### src/hw/rtl/hvn_ram.sv
`timescale 1ns / 1ps
// ----------------------------------------------------------------------------
// hvn_ram
// Generic single-write, single-read RAM with a registered read port.
// ----------------------------------------------------------------------------
module hvn_ram #(
  parameter int WIDTH = 8,
  parameter int DEPTH = 16
) (
  input  logic                     clk,
  input  logic                     we,
  input  logic [$clog2(DEPTH)-1:0] waddr,
  input  logic [WIDTH-1:0]         wdata,
  input  logic [$clog2(DEPTH)-1:0] raddr,
  output logic [WIDTH-1:0]         rdata
);

  logic [WIDTH-1:0] mem [DEPTH];

  always_ff @(posedge clk) begin
    if (we) begin
      mem[waddr] <= wdata;
    end
    rdata <= mem[raddr];
  end

endmodule

### config.mk
export PLATFORM = sky130hd
export DESIGN_NAME = hvn_ram
export DESIGN_NICKNAME = d
export VERILOG_FILES = /design/src/hw/rtl/hvn_ram.sv
export SDC_FILE = /design/constraint.sdc
export NUM_CORES = 1
export LEC_CHECK = 0
export ABC_AREA = 1
export BUFFER_PORTS_ARGS = -buffer_cell sky130_fd_sc_hd__buf_2
export CAP_MARGIN = 10
export CORE_UTILIZATION = 61
export DETAILED_ROUTE_END_ITERATION = 16
export GPL_TIMING_DRIVEN = 0
export PLACE_DENSITY = 0.79
export SETUP_SLACK_MARGIN = 0.5
export SYNTH_ARGS = -nofsm -noshare
export SYNTH_HDL_FRONTEND = slang
export SYNTH_SLANG_ARGS = --single-unit
### constraint.sdc
create_clock -name clk -period 1.1 [get_ports clk]
set_input_delay 0.055 -clock clk [delete_from_list [all_inputs] [get_ports clk]]
set_output_delay 0.055 -clock clk [all_outputs]
set_load 0.005 [all_outputs]
==> reports/metrics.csv, run 1 <==
metric,value,unit
crit-path max FO,1,
unrepaired setup endpoints after global routing,yes,
arrival time at the worst endpoint,1.50,ns
Routed WL,15600,um
Port Buffers,22,
syn_area_per_cell,10.5,um^2
Power Total,12.3,mW
Nets,621,
Power per Cell Area,1720,mW/mm^2
Yosys Warn Count,0,
DP Area,0.00615,mm^2
remaining global-route overflow,0,
antenna violations before repair,0,
Placer Congestion,0.908,
DR vias,4292,
Hold Crit Class,primary input to flip-flop,
CTS Buf Count,17,
Yosys cell types,12,
Clock Root Buffer,clkbuf_8,
ANT nets after route,0,
Slew HR,60.1,%
cts hold-fix bufs,4,
Rows,35,
clock sink count,136,
I/O pins,26,
"delay-heaviest family, CP",simple AND/OR/NAND/NOR gates,
Mapped Cells,551,
Layout area overhead,24.0,%
Peak VDD IR,1.30,mV
Longest Clk Path Bufs,2,
H-Tree Depth,4,
Fin Clk Skew,0.00855,ns
pre-CTS setup slack,-0.332,ns
final setup fails,0,
syn nets,569,
CTS tree,done,
non-filler instance count after layout,727,
Starting Density,62.7,%
Crit. End Element,flip-flop,
Fin. Hold Viols,64,
first-pass GRT wire length,23100,um
WP data required,1.51,ns
crit start category,flip-flop,
cell breakdown of the critical path,"nand2_2, nand2_2, nand2_1, nand3_2, nand3_1, nand2_1",
static leakage,3.04,nW
chip width,99.2,um
Hold WS,-0.0220,ns
worst skew pair latency,0.53,ns
Setup CP Type,flip-flop to flip-flop,
final instance area,0.00715,mm^2
"slowest stage cell, crit path",edfxtp_1,
"Slew Viols, Final",0,
# DRC,0,
"Buf+Inv Stages, Crit Path",0,
total core area,0.00920,mm^2
clock period minus worst slack,1.09,ns
"FF+latch count, synth",136,
failing checks,negative hold slack,
Placed Cells incl. Taps,684,
Tot GR Track Use,33.6,%
Ant. Diodes,0,
outcome,"complete, but fails checks",
max_cap viols,0,
clk slew on worst S/H paths,0.06,ns
post-detail-place hpwl,8870,um
setup TNS,0,ns
max incr delay on CP,0.41,ns
fin worst setup slack,0.0136,ns
WL/cell,21.4,um
DR iter-0 viols,470,
largest net degree at the start of global routing,17,
Least-Margin Pin Slew,0.599,ns
via/cell ratio,5.90,
TritonRoute pass-1 iters,5,
f_max,920,MHz
die area,0.00985,mm^2
vias in the first global route,4193,
share of layout cells above drive strength 1,25.5,%
cell area after synthesis,0.00577,mm^2
post-synthesis sequential area ratio,69.4,%
Die H,99.2,um
final worst path period share,98.8,%
power breakdown:
| group | internal, mW | switching, mW |
|---|---|---|
| logic | 0.294 | 0.657 |
| clock network | 3.24 | 2.25 |
| registers | 5.79 | 0.0343 |
| total | 9.32 | 2.94 |
layout by cell type, fill, tap and decap left out, types with 3 or more instances in the layout:
| master | n |
|---|---|
| nand2_1 | 159 |
| edfxtp_1 | 128 |
| inv_1 | 94 |
| nand3_1 | 61 |
| nand3_2 | 33 |
| buf_2 | 31 |
| nor2_4 | 17 |
| clkbuf_16 | 16 |
| nand2_2 | 10 |
| buf_6 | 8 |
| dfxtp_1 | 8 |
| inv_2 | 6 |
| buf_4 | 6 |
| buf_12 | 5 |
| nand2_4 | 4 |
| clkinvlp_4 | 4 |
| clkinv_4 | 4 |
| dlygate4sd3_1 | 4 |
| nand3_4 | 3 |
layout make-up:
class,instances,area [um^2]
plain buffers,24,166
clock buffers,18,418
clock inverters,14,151
fillers,537,2050
inverters,102,388
multi-input cells,289,1600
flip-flops and latches,136,4000
well taps,111,139
repair buffers,33,283
sequential cells by signal, summed over array words and instances (netlist names):
register,count
mem,128
rdata,8
metrics by stage:
stage	util, %	hold WS [ns]
after floorplan	-	0.154
after global placement	66.9	0.431
after global routing	77.7	-0.0320
after CTS	75.9	-0.0385
final	77.7	-0.0220
after detailed placement	66.9	0.429
metal layers:
layer | global-route usage, % | wire (um) | vias up
li1 | - | - | 1892
met3 | 7.59 | 1740 | 61
met2 | 54.0 | 7550 | 324
met5 | 0 | 0 | -
met1 | 41.6 | 5490 | 2015
met4 | 21.2 | 776 | 0
path summary, 6_finish.rpt:
check / start / to / slack (ns) / depth (start not counted)
setup / recovery: mem[3][5] / rdata[5] / 0.01 / 6
setup reg to reg: mem[3][5] / rdata[5] / 0.01 / 6
hold / removal: wdata[1] / mem[0][1] / -0.02 / 1
hold reg to reg: mem[13][7] / rdata[7] / 0.72 / 6
cell usage after synthesis (all sizes together):
cell    number  area share [%]
buf         24             2.9
nor2        17             1.1
dfxtp        8             2.8
edfxtp     128              67
nand2      173              11
inv        102             6.6
nand3b       2            0.26
nand3       97             8.4
what timing repair did:
item	in CTS	in global routing
endpoints found under the hold margin	132	64
pin swaps	26	24
endpoints found under the setup margin	80	104
setup buffers	4	3
gates resized for setup	35	30
cells by family (layout without fill, tap and decap cells):
| group | count (synthesis) | in the layout | synth area share, % |
|---|---|---|---|
| buffers and inverters | 126 | 191 | 9.52 |
| flip-flops | 136 | 136 | 69.4 |
| AND/OR/NAND/NOR | 289 | 289 | 21.0 |
Note: power is estimated with default switching activity, not from simulation.
==> run 2, diff against run 1 <==
--- a/config.mk
+++ b/config.mk
@@ -12,6 +12,7 @@
 export DETAILED_ROUTE_END_ITERATION = 16
 export GPL_TIMING_DRIVEN = 0
 export PLACE_DENSITY = 0.79
+export REMOVE_ABC_BUFFERS = 1
 export SETUP_SLACK_MARGIN = 0.5
 export SYNTH_ARGS = -nofsm -noshare
 export SYNTH_HDL_FRONTEND = slang
==> run 2 against run 1 <==
  * The run still ends with negative hold slack left
  * Clock skew down 0.0019 ns
  * Power up 4.0%
  * First-iteration DRC count up 23%
  * Clock power up 10%
  * Worst setup slack better by 0.00088 ns
  * Combinational power down 7.0%
  * Cell count up 0.14%
  * Global-route usage down 2.4 points
  * Largest power group is now clock
  * Sequential cell count unchanged
  * Non-clock buffer count up 2
  * Critical path depth unchanged
==> reports/metrics.csv, run 2 (same netlist as run 1, synthesis figures left out) <==
metric,value,unit
clock sink count,136,
max_cap viols,0,
clk slew on worst S/H paths,0.06,ns
outcome,"complete, but fails checks",
CTS tree,done,
Crit. End Element,flip-flop,
Peak VDD IR,1.44,mV
Rows,35,
largest net degree at the start of global routing,66,
Fin. Hold Viols,8,
clock period minus worst slack,1.09,ns
Placer Congestion,0.803,
TritonRoute pass-1 iters,8,
Fin Clk Skew,0.00666,ns
Port Buffers,25,
"most common cell after layout, fill and taps aside",nand2_1,
DR iter-0 viols,578,
I/O pins,26,
Die H,99.2,um
Power per Cell Area,1780,mW/mm^2
fillers,447,
H-Tree Depth,4,
most frequent CP cell,nand3_1,
f_max,921,MHz
Largest Register,mem,
crit start category,flip-flop,
Routed WL,15100,um
Setup CP Type,flip-flop to flip-flop,
cts hold-fix bufs,8,
remaining global-route overflow,0,
arrival time at the worst endpoint,1.50,ns
Nets,623,
failing checks,negative hold slack,
max incr delay on CP,0.41,ns
leading registers by flop count,"mem x128, rdata x8",
"Slew Viols, Final",0,
via/cell ratio,5.86,
final instance area,0.00717,mm^2
Least-Margin Pin Slew,0.785,ns
Layout area overhead,24.3,%
unrepaired setup endpoints after global routing,yes,
DP Area,0.00586,mm^2
die area,0.00985,mm^2
first-pass GRT wire length,22100,um
Ant. Diodes,0,
WL/cell,20.8,um
static leakage,3.07,nW
# DRC,0,
crit-path max FO,1,
DR vias,4265,
total core area,0.00920,mm^2
chip width,99.2,um
ANT nets after route,0,
WP data required,1.52,ns
vias in the first global route,4107,
Longest Clk Path Bufs,2,
post-detail-place hpwl,6960,um
final setup fails,0,
final worst path period share,98.7,%
Hold WS,-0.0666,ns
"slowest stage cell, crit path",edfxtp_1,
Slew HR,47.6,%
antenna violations before repair,0,
max reg flops,128,
Starting Density,62.7,%
share of layout cells above drive strength 1,22.5,%
fin util,77.9,%
worst skew pair latency,0.53,ns
most frequent cells in the layout,"161 x nand2_1, 128 x edfxtp_1, 98 x inv_1",
Clock Root Buffer,clkbuf_8,
CTS Buf Count,17,
Tot GR Track Use,31.1,%
Hold Crit Class,primary input to flip-flop,
"Buf+Inv Stages, Crit Path",1,
cell breakdown of the critical path,"inv_1, nand2_1, nand3_1, nand3_1, nand3_1, nand2_1",
"delay-heaviest family, CP",simple AND/OR/NAND/NOR gates,
-- run 2: path summary, 6_finish.rpt --
path	start	endpoint	slack, ns	depth (start not counted)
setup / recovery	mem[15][7]	rdata[7]	0.01	6
hold / removal	raddr[3]	rdata[1]	-0.07	3
setup reg to reg	mem[15][7]	rdata[7]	0.01	6
hold reg to reg	mem[3][7]	rdata[7]	0.70	6
-- run 2: repair_timing --
item / 4_1_cts / 5_1_grt
hold endpoints to repair: 136 / 8
setup buffers: 20 / 6
endpoints found under the setup margin: 144 / 158
pin swaps: 19 / 27
resized for setup: 59 / 43
-- run 2: layer usage --
| layer | track usage (%) | vias up | part of all wire [%] |
|---|---|---|---|
| li1 | - | 1887 | - |
| met3 | 6.75 | 62 | 9.0 |
| met5 | 0 | - | 0 |
| met4 | 11.9 | 0 | 3.9 |
| met2 | 55.1 | 300 | 52 |
| met1 | 37.5 | 2016 | 35 |
-- run 2: power by group --
part	internal, mW	switching, mW	total [mW]
registers	5.79	0.0356	5.83
logic	0.281	0.603	0.884
clock network	3.83	2.21	6.04
total	9.91	2.85	12.8
-- run 2: worst reg2reg max path, stage by stage (launching register included) --
cell	delay, ns
edfxtp_1	0.41
inv_1	0.09
nand2_1	0.06
nand3_1	0.10
nand3_1	0.11
nand3_1	0.14
nand2_1	0.07
-- run 2: final cells by class --
type                            count  area, um^2  area share [%]
Timing Repair Buffer               59         515            7.19
Clock inverter                     12         189            2.64
Sequential cell                   136        4010            55.9
Multi-Input combinational cell    289        1490            20.7
Tap cell                          111         139            1.94
Inverter                          102         390            5.45
Clock buffer                       19         442            6.16
-- run 2: through the flow --
stage          TNS (ns)  power (mW)  hold WS [ns]  setup WS (ns)  std cells
2_1_floorplan         0        6.24         0.154         0.0645        527
3_3_place_gp     -47.67        6.54         0.432          -1.42        663
3_5_place_dp     -55.51        6.57         0.435          -1.49        663
4_1_cts               0        12.6       -0.0901         0.0836        722
5_1_grt         -0.0189        13.0       -0.0698       -0.00954        728
6_report              0        12.8       -0.0666         0.0144        728
==> run 3, diff against run 2 <==
--- a/config.mk
+++ b/config.mk
@@ -8,6 +8,7 @@
 export ABC_AREA = 1
 export BUFFER_PORTS_ARGS = -buffer_cell sky130_fd_sc_hd__buf_2
 export CAP_MARGIN = 10
+export CORE_ASPECT_RATIO = 0.9
 export CORE_UTILIZATION = 61
 export DETAILED_ROUTE_END_ITERATION = 16
 export GPL_TIMING_DRIVEN = 0
==> run 3 against run 2 <==
  * The run still ends with negative hold slack left
  * Critical path depth stayed put
  * Worst hold slack better by 0.017 ns
  * Critical path type unchanged
  * Largest power group is now sequential cells
  * Clock skew hardly changed
==> reports/metrics.csv, run 3 (same netlist as run 1, synthesis figures left out) <==
metric,value,unit
WL/cell,17.7,um
die area,0.00985,mm^2
largest net degree at the start of global routing,66,
failing checks,negative hold slack,
clock period minus worst slack,1.02,ns
Least-Margin Pin Slew,0.793,ns
crit-path max FO,1,
f_max,980,MHz
Slew HR,47.1,%
arrival time at the worst endpoint,1.42,ns
I/O pins,26,
ANT nets after route,0,
post-detail-place hpwl,6650,um
Ant. Diodes,0,
vias in the first global route,4043,
Setup crit end,rdata[3],
Worst path depth,6,
Fin Clk Skew,0.00714,ns
Hold Crit Class,primary input to flip-flop,
CTS tree,done,
r2r worst-path depth,6,
DP Area,0.00588,mm^2
max incr delay on CP,0.40,ns
"delay-heaviest family, CP",simple AND/OR/NAND/NOR gates,
Starting Density,63.2,%
"slowest stage cell, crit path",edfxtp_1,
leading registers by flop count,"mem x128, rdata x8",
Crit. End Element,flip-flop,
total core area,0.00913,mm^2
cts hold-fix bufs,8,
max reg flops,128,
final setup fails,0,
# DRC,0,
R2R Path Start,mem[13][3],
antenna violations before repair,0,
most frequent CP cell,nand3_2,
chip width,104,um
fin util,78.4,%
most frequent cells in the layout,"164 x nand2_1, 128 x edfxtp_1, 97 x inv_1",
CTS Buf Count,17,
Rows,33,
clock sink count,136,
Clock Root Buffer,clkbuf_8,
Worst Setup SP,mem[13][3],
cell breakdown of the critical path,"inv_1, nand2_1, nand3_2, nand3_2, nand3_2, nand2_2",
clk slew on worst S/H paths,0.06,ns
Routed WL,13000,um
Placer Congestion,0.818,
static leakage,3.02,nW
TritonRoute pass-1 iters,6,
DR iter-0 viols,336,
Fin. Hold Viols,8,
Peak VDD IR,1.14,mV
Setup CP Type,flip-flop to flip-flop,
Power per Cell Area,1660,mW/mm^2
Worst R2R End,rdata[3],
Longest Clk Path Bufs,2,
"Buf+Inv Stages, Crit Path",1,
share of layout cells above drive strength 1,20.6,%
"most common cell after layout, fill and taps aside",nand2_1,
H-Tree Depth,4,
remaining global-route overflow,0,
worst skew pair latency,0.52,ns
outcome,"complete, but fails checks",
DR vias,4009,
setup TNS,0,ns
fillers,512,
Largest Register,mem,
final instance area,0.00715,mm^2
unrepaired setup endpoints after global routing,yes,
Layout area overhead,24.1,%
Die H,94.2,um
WP data required,1.50,ns
via/cell ratio,5.45,
final worst path period share,92.8,%
"Slew Viols, Final",0,
first-pass GRT wire length,19900,um
flop-to-flop setup slack,0.08,ns
crit start category,flip-flop,
Port Buffers,25,
max_cap viols,0,
Tot GR Track Use,27.9,%
Hold WS,-0.0501,ns
Nets,618,
run 3: timing repair:
action	4_1_cts	5_1_grt
pin swaps	6	32
buffers inserted	9	12
cloned	0	0
gates resized for setup	38	46
hold endpoints to repair	136	8
setup endpoints to repair	144	136
run 3: per-layer routing:
| layer | track usage (%) | wire [um] |
|---|---|---|
| met1 | 32.4 | 4820 |
| met4 | 14.5 | 246 |
| met3 | 7.21 | 1160 |
| met5 | 0 | 0 |
| met2 | 48.1 | 6810 |
run 3: layout make-up:
type / count / area, um^2 / area share [%]
Sequential cell: 136 / 4000 / 56.0
Tap cell: 122 / 153 / 2.13
Timing Repair Buffer: 54 / 589 / 8.24
Inverter: 102 / 388 / 5.42
Multi-Input combinational cell: 289 / 1490 / 20.8
Clock inverter: 12 / 109 / 1.52
Clock buffer: 20 / 425 / 5.95
run 3: worst min path at each step:
stage,end,from,cells after the start,slack (ns)
3_3_place_gp,rdata[2],rdata[2],1,0.43
4_1_cts,rdata[7],raddr[3],3,-0.09
2_1_floorplan,mem[0][0],wdata[0],0,0.15
6_report,rdata[4],raddr[3],3,-0.05
3_5_place_dp,rdata[0],rdata[0],1,0.43
5_1_grt,rdata[7],raddr[3],3,-0.06
run 3: worst register-to-register path: cells and delay by family (launching register included):
kind	cells	cell delay (ns)
buffers and inverters	1	0.08
DFF	1	0.40
and+or+nand+nor	5	0.41
run 3: stage by stage:
stage	setup slack, ns	instances	power [mW]	hold slack (ns)
after floorplan	0.0645	527	6.24	0.154
after global placement	-1.42	674	6.53	0.431
after detailed placement	-1.46	674	6.56	0.434
after CTS	0.0711	723	11.8	-0.0868
after global routing	0.0248	735	12.2	-0.0622
final	0.0791	735	11.8	-0.0501
run 3: power by group:
group	internal, mW	switching (mW)
Sequential	5.79	0.0305
Clock	3.17	2.02
Combinational	0.277	0.553
Total	9.24	2.60
